## src/sv/i2cmrts_pkg.sv

```systemverilog
// Shared types and constants for the I2C master register transfer sequencer.
// Used by the step logic, the top level and the testbench; depends on nothing.
`timescale 1ns / 1ps

package i2cmrts_pkg;

  localparam int CMD_W      = 3;
  localparam int BYTE_W     = 8;
  localparam int LEN_W      = 5;
  localparam int POS_W      = 4;
  localparam int IN_DATA_W  = 48;
  localparam int OUT_DATA_W = 32;

  localparam logic [BYTE_W-1:0] WORD_ADDR_MASK = 8'h7F;
  localparam logic [BYTE_W-1:0] DEV_ADDR_MASK  = 8'hFE;
  localparam logic [BYTE_W-1:0] AUTO_INC_RESET = 8'h80;

  typedef enum logic [CMD_W-1:0] {
    CMD_BEGIN      = 3'd0,
    CMD_LOAD       = 3'd1,
    CMD_START_SENT = 3'd2,
    CMD_BYTE_SENT  = 3'd3,
    CMD_BYTE_RCVD  = 3'd4,
    CMD_OTHER      = 3'd5
  } command_t;

  typedef enum logic [2:0] {
    ACT_NONE  = 3'd0,
    ACT_SEND  = 3'd1,
    ACT_START = 3'd2,
    ACT_STOP  = 3'd3,
    ACT_RESET = 3'd4
  } action_t;

  typedef enum logic [1:0] {
    ST_FREE    = 2'd0,
    ST_WRITING = 2'd1,
    ST_READING = 2'd2
  } xfer_status_t;

  typedef enum logic {
    REG_AUTO_INC = 1'b0,
    REG_ACK_POLL = 1'b1
  } cfg_reg_t;

  typedef struct packed {
    logic [CMD_W-1:0]  command;
    logic [BYTE_W-1:0] device_address;
    logic [BYTE_W-1:0] word_address;
    logic [LEN_W-1:0]  length;
    logic              read_flag;
    logic [BYTE_W-1:0] write_byte;
    logic [POS_W-1:0]  write_index;
    logic              ack_seen;
    logic [BYTE_W-1:0] rx_data;
  } item_t;

  typedef struct packed {
    action_t           bus_action;
    logic [BYTE_W-1:0] tx_byte;
    logic              ack_out;
    logic              rx_valid;
    logic [BYTE_W-1:0] rx_byte;
    logic [POS_W-1:0]  rx_index;
    logic              busy_res;
    xfer_status_t      status_code;
  } result_t;

  typedef struct packed {
    logic [BYTE_W-1:0] target_address;
    logic              direction_read;
    logic              word_address_pending;
    logic              random_read_mode;
    logic              restart_pending;
    logic [BYTE_W-1:0] stored_word_address;
    logic [LEN_W-1:0]  transfer_length;
    logic [LEN_W-1:0]  byte_count;
    logic              busy_flag;
    xfer_status_t      transfer_status;
  } seq_state_t;

  typedef struct packed {
    logic [BYTE_W-1:0] auto_inc_flag;
    logic              ack_poll_en;
  } seq_cfg_t;

endpackage

```

## src/sv/i2cmrts_wstore.sv

```systemverilog
// Write data store: one write port, one read port with registered read data.
// A write to the address being read is forwarded. Depends on nothing.
`timescale 1ns / 1ps

module i2cmrts_wstore #(
  parameter int DEPTH  = 16,
  parameter int ADDR_W = 4,
  parameter int DATA_W = 8
) (
  input  logic              clk,
  input  logic              wr_en,
  input  logic [ADDR_W-1:0] wr_addr,
  input  logic [DATA_W-1:0] wr_data,
  input  logic [ADDR_W-1:0] rd_addr,
  output logic [DATA_W-1:0] rd_data
);

  logic [DATA_W-1:0] mem [DEPTH];
  logic [DATA_W-1:0] rd_data_r;

  always_ff @(posedge clk) begin
    if (wr_en) begin
      mem[wr_addr] <= wr_data;
    end
  end

  always_ff @(posedge clk) begin
    if (wr_en && (wr_addr == rd_addr)) begin
      rd_data_r <= wr_data;
    end else begin
      rd_data_r <= mem[rd_addr];
    end
  end

  assign rd_data = rd_data_r;

endmodule

```

## src/sv/i2cmrts_step.sv

```systemverilog
// Next-state and result logic for one controller event of the sequencer.
// Depends on i2cmrts_pkg; the write store byte at the current count comes in ready.
`timescale 1ns / 1ps

module i2cmrts_step #(
  parameter int BUFFER_DEPTH = 16
) (
  input  i2cmrts_pkg::seq_cfg_t              cfg,
  input  i2cmrts_pkg::seq_state_t            state_r,
  input  i2cmrts_pkg::item_t                 item,
  input  logic [i2cmrts_pkg::BYTE_W-1:0]     store_byte,
  output i2cmrts_pkg::seq_state_t            state_nxt,
  output i2cmrts_pkg::result_t               result,
  output logic                               store_we
);

  always_comb begin
    state_nxt = state_r;
    result    = '0;
    result.bus_action = i2cmrts_pkg::ACT_NONE;
    store_we  = 1'b0;

    case (item.command)
      i2cmrts_pkg::CMD_BEGIN: begin
        state_nxt.target_address       = item.device_address;
        state_nxt.direction_read       = 1'b0;
        state_nxt.word_address_pending = 1'b1;
        state_nxt.random_read_mode     = item.read_flag;
        state_nxt.restart_pending      = 1'b0;
        state_nxt.stored_word_address  = (item.word_address & i2cmrts_pkg::WORD_ADDR_MASK)
            | ((item.length > i2cmrts_pkg::LEN_W'(1)) ? cfg.auto_inc_flag : '0);
        state_nxt.transfer_length = (int'(item.length) > BUFFER_DEPTH)
            ? i2cmrts_pkg::LEN_W'(BUFFER_DEPTH) : item.length;
        state_nxt.byte_count      = '0;
        state_nxt.busy_flag       = 1'b1;
        state_nxt.transfer_status = item.read_flag ? i2cmrts_pkg::ST_READING
                                                   : i2cmrts_pkg::ST_WRITING;
        result.bus_action = i2cmrts_pkg::ACT_START;
      end
      i2cmrts_pkg::CMD_LOAD: begin
        store_we = (int'(item.write_index) < BUFFER_DEPTH);
      end
      i2cmrts_pkg::CMD_START_SENT: begin
        result.tx_byte = (state_r.target_address & i2cmrts_pkg::DEV_ADDR_MASK)
            | i2cmrts_pkg::BYTE_W'(state_r.direction_read);
        state_nxt.byte_count = '0;
        result.bus_action = i2cmrts_pkg::ACT_SEND;
      end
      i2cmrts_pkg::CMD_BYTE_SENT: begin
        if (item.ack_seen) begin
          if (state_r.restart_pending) begin
            state_nxt.restart_pending = 1'b0;
            result.bus_action = i2cmrts_pkg::ACT_START;
          end else if (state_r.word_address_pending) begin
            state_nxt.word_address_pending = 1'b0;
            result.tx_byte    = state_r.stored_word_address;
            result.bus_action = i2cmrts_pkg::ACT_SEND;
            if (state_r.random_read_mode) begin
              // Word address goes out as a write; the data phase turns around
              // after a repeated start.
              state_nxt.restart_pending = 1'b1;
              state_nxt.direction_read  = 1'b1;
            end
          end else if (!state_r.direction_read) begin
            if ((state_r.byte_count < state_r.transfer_length)
                && (int'(state_r.byte_count) < BUFFER_DEPTH)) begin
              result.tx_byte       = store_byte;
              state_nxt.byte_count = state_r.byte_count + i2cmrts_pkg::LEN_W'(1);
              result.bus_action    = i2cmrts_pkg::ACT_SEND;
            end else begin
              result.bus_action         = i2cmrts_pkg::ACT_STOP;
              state_nxt.busy_flag       = 1'b0;
              state_nxt.transfer_status = i2cmrts_pkg::ST_FREE;
            end
          end
        end else if (cfg.ack_poll_en) begin
          result.bus_action = i2cmrts_pkg::ACT_START;
        end else begin
          result.bus_action         = i2cmrts_pkg::ACT_RESET;
          state_nxt.busy_flag       = 1'b0;
          state_nxt.transfer_status = i2cmrts_pkg::ST_FREE;
        end
      end
      i2cmrts_pkg::CMD_BYTE_RCVD: begin
        if (state_r.byte_count < state_r.transfer_length) begin
          result.rx_valid      = 1'b1;
          result.rx_byte       = item.rx_data;
          result.rx_index      = state_r.byte_count[i2cmrts_pkg::POS_W-1:0];
          state_nxt.byte_count = state_r.byte_count + i2cmrts_pkg::LEN_W'(1);
          result.ack_out       = 1'b1;
        end
        if (state_nxt.byte_count == state_r.transfer_length) begin
          result.ack_out            = 1'b0;
          result.bus_action         = i2cmrts_pkg::ACT_STOP;
          state_nxt.busy_flag       = 1'b0;
          state_nxt.transfer_status = i2cmrts_pkg::ST_FREE;
        end
      end
      default: begin
        result.bus_action         = i2cmrts_pkg::ACT_RESET;
        state_nxt.busy_flag       = 1'b0;
        state_nxt.transfer_status = i2cmrts_pkg::ST_FREE;
      end
    endcase

    result.busy_res    = state_nxt.busy_flag;
    result.status_code = state_nxt.transfer_status;
  end

endmodule

```

## src/sv/i2c_master_register_transfer_sequencer.sv

```systemverilog
// I2C master register transfer sequencer, top level: request and result stages,
// sequencer state, configuration registers. Depends on i2cmrts_pkg,
// i2cmrts_wstore and i2cmrts_step.
// An accepted request waits in the input register until the result register is free or
// being emptied, and its result then shows on out_tvalid from the result register.
// Throughput: one request per cycle while the result side keeps taking; the step logic
// and the write store's single write port handle one event per cycle. Reset (synchronous,
// rst_n low) empties both stages, clears the sequencer to free and restores the
// auto-increment flag to 0x80 and acknowledge polling to on. Write store contents are
// undefined until loaded.
`timescale 1ns / 1ps

module i2c_master_register_transfer_sequencer #(
  parameter int BUFFER_DEPTH = 16
) (
  input  logic                                 clk,
  input  logic                                 rst_n,
  // Request channel. tdata, from bit 0 up: command[2:0], device_address[10:3],
  // word_address[18:11], length[23:19], read_flag[24], write_byte[32:25],
  // write_index[36:33], ack_seen[37], rx_data[45:38], zero fill[47:46].
  input  logic                                 in_tvalid,
  output logic                                 in_tready,
  input  logic [i2cmrts_pkg::IN_DATA_W-1:0]    in_tdata,
  // Result channel. tdata, from bit 0 up: bus_action[2:0], tx_byte[10:3],
  // ack_out[11], rx_valid[12], rx_byte[20:13], rx_index[24:21], busy_res[25],
  // status_code[27:26], zero fill[31:28].
  output logic                                 out_tvalid,
  input  logic                                 out_tready,
  output logic [i2cmrts_pkg::OUT_DATA_W-1:0]   out_tdata,
  // Configuration writes: index 0 auto-increment flag, index 1 ack polling enable.
  input  logic                                 cfg_valid,
  output logic                                 cfg_ready,
  input  logic                                 cfg_index,
  input  logic [i2cmrts_pkg::BYTE_W-1:0]       cfg_data
);

  // Store address width, and widths wide enough to carry the 4-bit write
  // position and the 5-bit byte count before trimming to the store address.
  localparam int ADDR_W  = (BUFFER_DEPTH > 1) ? $clog2(BUFFER_DEPTH) : 1;
  localparam int WPOS_EW = (ADDR_W > i2cmrts_pkg::POS_W) ? ADDR_W : i2cmrts_pkg::POS_W;
  localparam int CNT_EW  = (ADDR_W > i2cmrts_pkg::LEN_W) ? ADDR_W : i2cmrts_pkg::LEN_W;

  logic                    in_valid_r;
  i2cmrts_pkg::item_t      in_item_r;
  i2cmrts_pkg::item_t      in_item;
  logic                    out_valid_r;
  i2cmrts_pkg::result_t    out_result_r;
  i2cmrts_pkg::seq_state_t state_r;
  i2cmrts_pkg::seq_state_t state_nxt;
  i2cmrts_pkg::seq_state_t state_step;
  i2cmrts_pkg::seq_cfg_t   cfg_r;
  i2cmrts_pkg::result_t    step_result;
  logic                    step_fire;
  logic                    store_we;
  logic [i2cmrts_pkg::BYTE_W-1:0] store_byte;
  logic [WPOS_EW-1:0]      wr_pos_ext;
  logic [CNT_EW-1:0]       rd_cnt_ext;

  // Unpack the request fields from tdata.
  assign in_item.command        = in_tdata[2:0];
  assign in_item.device_address = in_tdata[10:3];
  assign in_item.word_address   = in_tdata[18:11];
  assign in_item.length         = in_tdata[23:19];
  assign in_item.read_flag      = in_tdata[24];
  assign in_item.write_byte     = in_tdata[32:25];
  assign in_item.write_index    = in_tdata[36:33];
  assign in_item.ack_seen       = in_tdata[37];
  assign in_item.rx_data        = in_tdata[45:38];

  // The held request is processed when the result register is free or being
  // emptied this cycle. The input register accepts a new request whenever it
  // is empty or its request moves on, so it can take one more request while a
  // finished result waits downstream.
  assign step_fire = in_valid_r && (!out_valid_r || out_tready);
  assign in_tready = !in_valid_r || step_fire;
  assign cfg_ready = 1'b1;

  always_ff @(posedge clk) begin
    if (!rst_n) begin
      in_valid_r <= 1'b0;
    end else if (in_tready) begin
      in_valid_r <= in_tvalid;
    end
  end

  always_ff @(posedge clk) begin
    if (in_tready && in_tvalid) begin
      in_item_r <= in_item;
    end
  end

  i2cmrts_step #(
    .BUFFER_DEPTH (BUFFER_DEPTH)
  ) u_step (
    .cfg        (cfg_r),
    .state_r    (state_r),
    .item       (in_item_r),
    .store_byte (store_byte),
    .state_nxt  (state_step),
    .result     (step_result),
    .store_we   (store_we)
  );

  // Sequencer state only moves when a request is processed.
  assign state_nxt = step_fire ? state_step : state_r;

  always_ff @(posedge clk) begin
    if (!rst_n) begin
      state_r <= '0;
    end else begin
      state_r <= state_nxt;
    end
  end

  // The store is read ahead at the next byte count, so the byte
  // for the current count is always waiting in the store's read register.
  assign wr_pos_ext = WPOS_EW'(in_item_r.write_index);
  assign rd_cnt_ext = CNT_EW'(state_nxt.byte_count);

  i2cmrts_wstore #(
    .DEPTH  (BUFFER_DEPTH),
    .ADDR_W (ADDR_W),
    .DATA_W (i2cmrts_pkg::BYTE_W)
  ) u_wstore (
    .clk     (clk),
    .wr_en   (step_fire && store_we),
    .wr_addr (wr_pos_ext[ADDR_W-1:0]),
    .wr_data (in_item_r.write_byte),
    .rd_addr (rd_cnt_ext[ADDR_W-1:0]),
    .rd_data (store_byte)
  );

  // Result register.
  always_ff @(posedge clk) begin
    if (!rst_n) begin
      out_valid_r <= 1'b0;
    end else if (step_fire) begin
      out_valid_r <= 1'b1;
    end else if (out_tready) begin
      out_valid_r <= 1'b0;
    end
  end

  always_ff @(posedge clk) begin
    if (step_fire) begin
      out_result_r <= step_result;
    end
  end

  assign out_tvalid = out_valid_r;
  assign out_tdata  = {4'b0000,
                       out_result_r.status_code,
                       out_result_r.busy_res,
                       out_result_r.rx_index,
                       out_result_r.rx_byte,
                       out_result_r.rx_valid,
                       out_result_r.ack_out,
                       out_result_r.tx_byte,
                       out_result_r.bus_action};

  // Configuration registers.
  always_ff @(posedge clk) begin
    if (!rst_n) begin
      cfg_r.auto_inc_flag <= i2cmrts_pkg::AUTO_INC_RESET;
      cfg_r.ack_poll_en   <= 1'b1;
    end else if (cfg_valid && cfg_ready) begin
      case (cfg_index)
        i2cmrts_pkg::REG_AUTO_INC: cfg_r.auto_inc_flag <= cfg_data;
        i2cmrts_pkg::REG_ACK_POLL: cfg_r.ack_poll_en   <= cfg_data[0];
        default: cfg_r <= cfg_r;
      endcase
    end
  end

`ifndef SYNTHESIS
  // A held request is never dropped while the result side stalls.
  a_hold_request: assert property (@(posedge clk) disable iff (!rst_n)
    (in_valid_r && out_valid_r && !out_tready) |=> in_valid_r)
    else $error("request dropped while result stalled");

  // The busy flag and the transfer status agree in every result.
  a_busy_status: assert property (@(posedge clk) disable iff (!rst_n)
    out_tvalid |-> (out_result_r.busy_res ==
                    (out_result_r.status_code != i2cmrts_pkg::ST_FREE)))
    else $error("busy flag disagrees with transfer status");

  // A delivered read byte comes with no action or with the closing stop.
  a_rx_action: assert property (@(posedge clk) disable iff (!rst_n)
    (out_tvalid && out_result_r.rx_valid) |->
      (out_result_r.bus_action == i2cmrts_pkg::ACT_NONE ||
       out_result_r.bus_action == i2cmrts_pkg::ACT_STOP))
    else $error("read byte delivered with a bus action other than none or stop");

  // Reset leaves no result pending.
  a_reset_empty: assert property (@(posedge clk)
    !rst_n |=> !out_tvalid)
    else $error("result pending after reset");
`endif

endmodule

```

## config.mk

```make
export PLATFORM = sky130hd
export DESIGN_NAME = i2c_master_register_transfer_sequencer
export DESIGN_NICKNAME = d
export VERILOG_FILES = /design/src/sv/i2cmrts_pkg.sv /design/src/sv/i2cmrts_wstore.sv /design/src/sv/i2cmrts_step.sv /design/src/sv/i2c_master_register_transfer_sequencer.sv
export SDC_FILE = /design/constraint.sdc
export NUM_CORES = 1
export LEC_CHECK = 0
export BUFFER_PORTS_ARGS = -buffer_cell sky130_fd_sc_hd__buf_4
export CAP_MARGIN = 15
export CORE_MARGIN = 5
export CORE_UTILIZATION = 50
export DETAILED_ROUTE_END_ITERATION = 12
export PLACE_DENSITY_LB_ADDON = 0.2
export SETUP_SLACK_MARGIN = 0.15
export SYNTH_ARGS = -nofsm -noshare
export SYNTH_HDL_FRONTEND = slang
export SYNTH_SLANG_ARGS = --single-unit
export TNS_END_PERCENT = 1
```

## constraint.sdc

```tcl
create_clock -name clk -period 2.57 [get_ports clk]
set_input_delay 0.257 -clock clk [delete_from_list [all_inputs] [get_ports clk]]
set_output_delay 0.257 -clock clk [all_outputs]
set_load 0.01 [all_outputs]
```

* After elaboration in Yosys (flattened, before gate mapping)
Memory sizes are Yosys's and may differ from the RTL's. A register that Yosys moved wholly into a read port is not among the register bits. Cells that the tools add are included.
Word-level totals: bits in registers 117, bits in latches 0, RAM bits 128, memory bits (read-only) 0, output and inout port bits 35, word-level logic and storage cells 122, memories kept 1
Memories:
- u_wstore.mem | words 16, width 8, rd ports 1, clocked after Yosys merged registers in 1, wr ports 1, RTL line i2cmrts_wstore.sv:18 | logic [DATA_W-1:0] mem [DEPTH];
Cells by class: add/subtract/negate cells 1, multipliers 0, divide/modulo/power cells 0, $lt $le $gt $ge 4, equal/unequal tests 12, shift operators 0, mux-type cells 45, bitwise operators 4, reduce and logical (&&, ||, !) cells 23
Operators by type and width (number):
- $mux 8 | 7
- $mux 5 | 5
- $mux 10 | 2
- $mux 3 | 6
- $pmux 8 s2 | 1
- $pmux 3 s5 | 1
- $pmux 5 s3 | 1
- $mux 14 | 1
- $mux 2 | 7
- $ne 2x2->1 const B | 6
- $pmux 3 s4 | 1
- $mux 1 | 10
- $or 7x8->8 | 1
- $or 8x1->8 | 1
- $reduce_and 2->1 | 4
- $mux 7 | 1
- $reduce_and 7->1 | 1
- $eq 3x2->1 const B | 2
- $reduce_and 6->1 | 1
- $reduce_or 2->1 | 3
- $add 5x1->5 const B | 1
- $eq 5x5->1 | 1
- $gt 5x1->1 const B | 1
- $gt 5x5->1 const B | 1
- other kinds (16) | 23

* Logic depth before layout (Yosys ltp)
depth in word-level cells 9, gate-level depth with buffers 9, depth with buffers taken out 9

* Cells and area by module
A second synthesis with hierarchy kept.
Unflattened totals: cells, all modules 746, area total of the unflattened synthesis 10512.6 um^2
By module, submodules not included:
- i2cmrts_wstore | instances 1, cells an instance 225, area each 5067.4 um^2
- i2c_master_register_transfer_sequencer | instances 1, cells an instance 282, area each 4067.7 um^2
- i2cmrts_step | instances 1, cells an instance 239, area each 1377.6 um^2

* Least setup slack after synthesis
OpenSTA, ideal clock, no wires.
path type flip-flop to flip-flop, start register out_valid_r (netlist: out_tvalid), end register state_r[4] (netlist name), library setup time 0.115 ns, arrival time 2.186 ns, data required time 2.455 ns, setup slack 0.269 ns, cell stages (with the launch flop) 9, buffers on the path 0, clock period less this slack 2.301 ns, path through dfxtp_1 nor2b_1 nand2b_1 inv_1 nand3_1 a21oi_1 nand2b_1 o311ai_2 and2_1
RTL lines:
- start: declaration | RTL line i2c_master_register_transfer_sequencer.sv:46 | logic out_valid_r;
- start signal: assignment | RTL line i2c_master_register_transfer_sequencer.sv:136 | out_valid_r <= 1'b0;
- start signal: assignment | RTL line i2c_master_register_transfer_sequencer.sv:138 | out_valid_r <= 1'b1;
- start signal: assignment | RTL line i2c_master_register_transfer_sequencer.sv:140 | out_valid_r <= 1'b0;

==> run_results.csv <==
group,metric,value,unit
setup_path,crit_family,"compound AO/OA/AOI/OAI gates",
synth,ys_dominant_reg_cell,"edfxtp_1",
final_layout,antenna_cells,0,
floorplanning,rows,51,
route,drt_iter0_drc,593,
power_and_ir_drop,pwr-share-clk,43.5,%
floorplanning,die_h,151.0,um
timing,rsz0062_at_grt,"yes",
grt,grtUsageTotal,19.08,%
run,maxCapViolations,0,
timing,post-route-min-period,2.349,ns
timing,hold_ws,0.02445,ns
route,drt_wl_total,21600,um
synth,ys_ff_latch,247,
final_layout,final_util,64.29,%
power_and_ir_drop,pwr_density_cell,680.5,nW/um^2
timing,setup_violations,0,
power_and_ir_drop,p_leak,4.370,nW
route,wl_per_cell,19.34,um
clock_network,cts_tree,"yes",
power_and_ir_drop,sw_frac_of_total,20.44,%
floorplanning,io_pins,97,
setup_path,cp.required,2.84,ns
worst_hold_path,whs_path_depth,3,
final_layout,area_growth,26.23,%
timing,final_max_slew_viol_count,0,
floorplanning,start_util,50.93,%
worst_hold_path,hold_class,"in -> reg",
synth,synth-edff-count,200,
synth,yosys_warnings,0,
setup_path,rr_worst_depth,9,
setup_path,critPathSlowestCell,"dfxtp_1",
synth,syn_area,9945,um^2
grt,grt_pass1_wl,33820,um
clock_network,cts_buffer_depth,3,
setup_path,crit_path_max_fanout,5,
grt,grt_max_degree,33,
synth,avgSynthCellArea,15.21,um^2
power_and_ir_drop,power.internal,6.796,mW
timing,worst_pin_slew,0.6298,ns
setup_path,cp-end-kind,"flip-flop",
setup_path,crit_cells,9,
final_layout,fillCellCount,1398,
placement,place.gp.congestion,0.8186,
grt,antenna_found_initial,0,
setup_path,arrival,2.62,ns
placement,port_buffers,87,
setup_path,crit_buf_inv,1,
clock_network,clock-sinks,247,
route,drtPass1Iterations,5,
floorplanning,dieArea,22810,um^2
clock_network,htreeDepth,1,
power_and_ir_drop,p_seq_share,52.3,%
floorplanning,core,19530,um^2
route,antenna_left,0,
clock_network,insertion_delay,0.53,ns
route,via_per_inst,5.509,
grt,grt_pass1_vias,6201,
timing,fmax,0.4256,GHz
power_and_ir_drop,p_sw,1.747,mW
synth,synthArstFlopShare,0,%
power_and_ir_drop,ir_worst_vdd,0.0005665,V
route,drc_errors,0,
timing,min_period_over_period,91.42,%
synth,syn-instance-count,654,
clock_network,clk_transition_reported_paths,0.06,ns
synth,ys_seq_area_share,69.85,%
timing,skew,0.01512,ns
route,dr_total_vias,6154,
floorplanning,die_w,151.0,um
grt,use_met2,33.07,%
setup_path,critPathLaunchType,"flip-flop",
timing,max_slew_margin,57.96,%
clock_network,cts_buffers,26,
placement,hpwl,14260,um
grt,grt_use_met1,25.89,%
timing,hold_viol,0,
synth,ys_types,61,
power_and_ir_drop,p_comb_share,4.2,%
grt,grt_overflow,0,
timing,timing.setup.tns,0,ns
setup_path,path_cells,"inv_1 -> ha_1 -> nand2_2 -> o21ai_4 -> a211oi_4 -> o21a_1 -> or2_2 -> o211ai_2 -> o21ai_1",
final_layout,drive_gt1_share,26.06,%
grt,met3_usage,2.663,%
setup_path,crit_type,"reg -> reg",
grt,grt_busiest_layer,"met2",
final_layout,final_nets,899,
setup_path,slowest_delay,0.36,ns
status,outcome,"complete, no violations",
clock_network,cts-root-buf,"clkbuf_16",
==> power groups by stage <==
stage                     Clock, mW  Sequential [mW]  Combinational (mW)
after global placement            0             4.55               0.272
after detailed placement          0             4.56               0.279
after CTS                      3.80             4.47               0.349
final                          3.72             4.47               0.355
after global routing           3.99             4.48               0.381
after floorplan                   0             4.54               0.134
==> kinds of logic after synthesis <==
logic type	count (synthesis)	share of synthesized area, %
adders and majority gates	5	0.6291
buffers and inverters	52	2.529
muxes	42	9.726
other	2	0.07552
xor gates and xnor gates	9	0.7927
AOI/OAI and AO/OA	104	6.845
DFF	247	69.85
and+or+nand+nor	193	9.550
==> layer usage <==
metal  part of all wire, %  wire, um
met4                   2.1       459
met2                    51     11000
met1                    42      9024
met3                   5.2      1124
met5                     0         0
==> worst paths after layout <==
path	start	slack (ns)	end
setup reg to reg	state_r[10]	0.22	out_tdata[25]
setup / recovery	state_r[10]	0.22	out_tdata[25]
hold reg to reg	state_r[30]	0.46	state_r[30]
hold / removal	cfg_data[6]	0.02	cfg_r[7]
==> layout make-up <==
cell class,count,area (um^2),share of cell area (%)
flip-flops and latches,247,6952,55.38
multi-input cells,358,2824,22.50
repair buffers,179,1506,12.00
clock buffers,33,686.9,5.472
well taps,265,331.6,2.641
clock inverters,15,177.7,1.415
inverters,20,75.07,0.5980
==> state kept, by name (all words and copies together), names as in the netlist, named ones only <==
register and count:
out_tvalid 1, out_tdata 28, cfg_r 9, state_r 32, in_valid_r 1, u_wstore.mem 128
in_item_r 40, wr_pos_ext 4
==> synthesized netlist by cell type, types with 7 or more instances <==
library cell  count  area, um^2
and2_1           17       106.4
a22oi_1          10       75.07
nor2_1           31       116.4
nand2b_1          8       50.05
clkbuf_1         14       52.55
nor2b_1           7       43.79
a21oi_1          33       165.2
mux4_1           12       315.3
dfxtp_1          47       940.9
inv_1            19       71.32
nand3_1          11       55.05
nor3_1           12       60.06
a31oi_1          15       93.84
o21ai_0          17       85.08
edfxtp_1        200        6006
nand2_1          82       307.8
mux4_2           28       630.6
==> what timing repair did <==
| item | 4_1_cts | 5_1_grt |
|---|---|---|
| resized for setup | 1 | 14 |
| hold buffers | 55 | 0 |
| endpoints found under the setup margin | 3 | 5 |
| gates cloned | 0 | 0 |
| endpoints found under the hold margin | 53 | 0 |
| pin swaps | 0 | 5 |
| buffers inserted | 0 | 1 |
==> per-stage QoR <==
| step | worst slack [ns] | power [mW] | instances | cell area [um^2] |
|---|---|---|---|---|
| after floorplan | 0.2692 | 4.669 | 657 | 9956 |
| after global placement | 0.2142 | 4.823 | 1013 | 11060 |
| after detailed placement | 0.1318 | 4.835 | 1013 | 11060 |
| after CTS | 0.1739 | 8.616 | 1116 | 12480 |
| after global routing | 0.1276 | 8.847 | 1117 | 12550 |
| final | 0.2206 | 8.543 | 1117 | 12550 |
==> cell usage in the layout, fill, tap and decap left out, types with 3 or more instances in the layout <==
cell / n
edfxtp_1: 200
buf_4: 122
nand2_1: 80
dlygate4sd3_1: 55
dfxtp_1: 43
a21oi_1: 32
nor2_1: 31
mux4_2: 28
clkbuf_16: 26
inv_1: 19
o21ai_0: 17
a31oi_1: 15
and2_1: 15
nor3_1: 12
mux4_1: 12
a22oi_1: 10
nand3_1: 10
nand2b_1: 8
nor2b_1: 7
clkbuf_1: 6
xnor2_1: 5
and3_1: 5
o21ai_1: 5
nand3b_1: 5
clkinv_1: 5
ha_1: 5
conb_1: 5
dfxtp_2: 4
xor2_1: 3
o22ai_1: 3
bufinv_16: 3
clkinv_2: 3
==> worst reg2reg max path, delay by kind of cell, from the launching register on <==
kind            cells  cell delay [ns]
buf+inv             1             0.06
simple gates        2             0.46
compound gates      5             0.88
flops               1             0.36
fa+ha+maj           1             0.35
No activity file was read; power rests on OpenSTA's default activity.
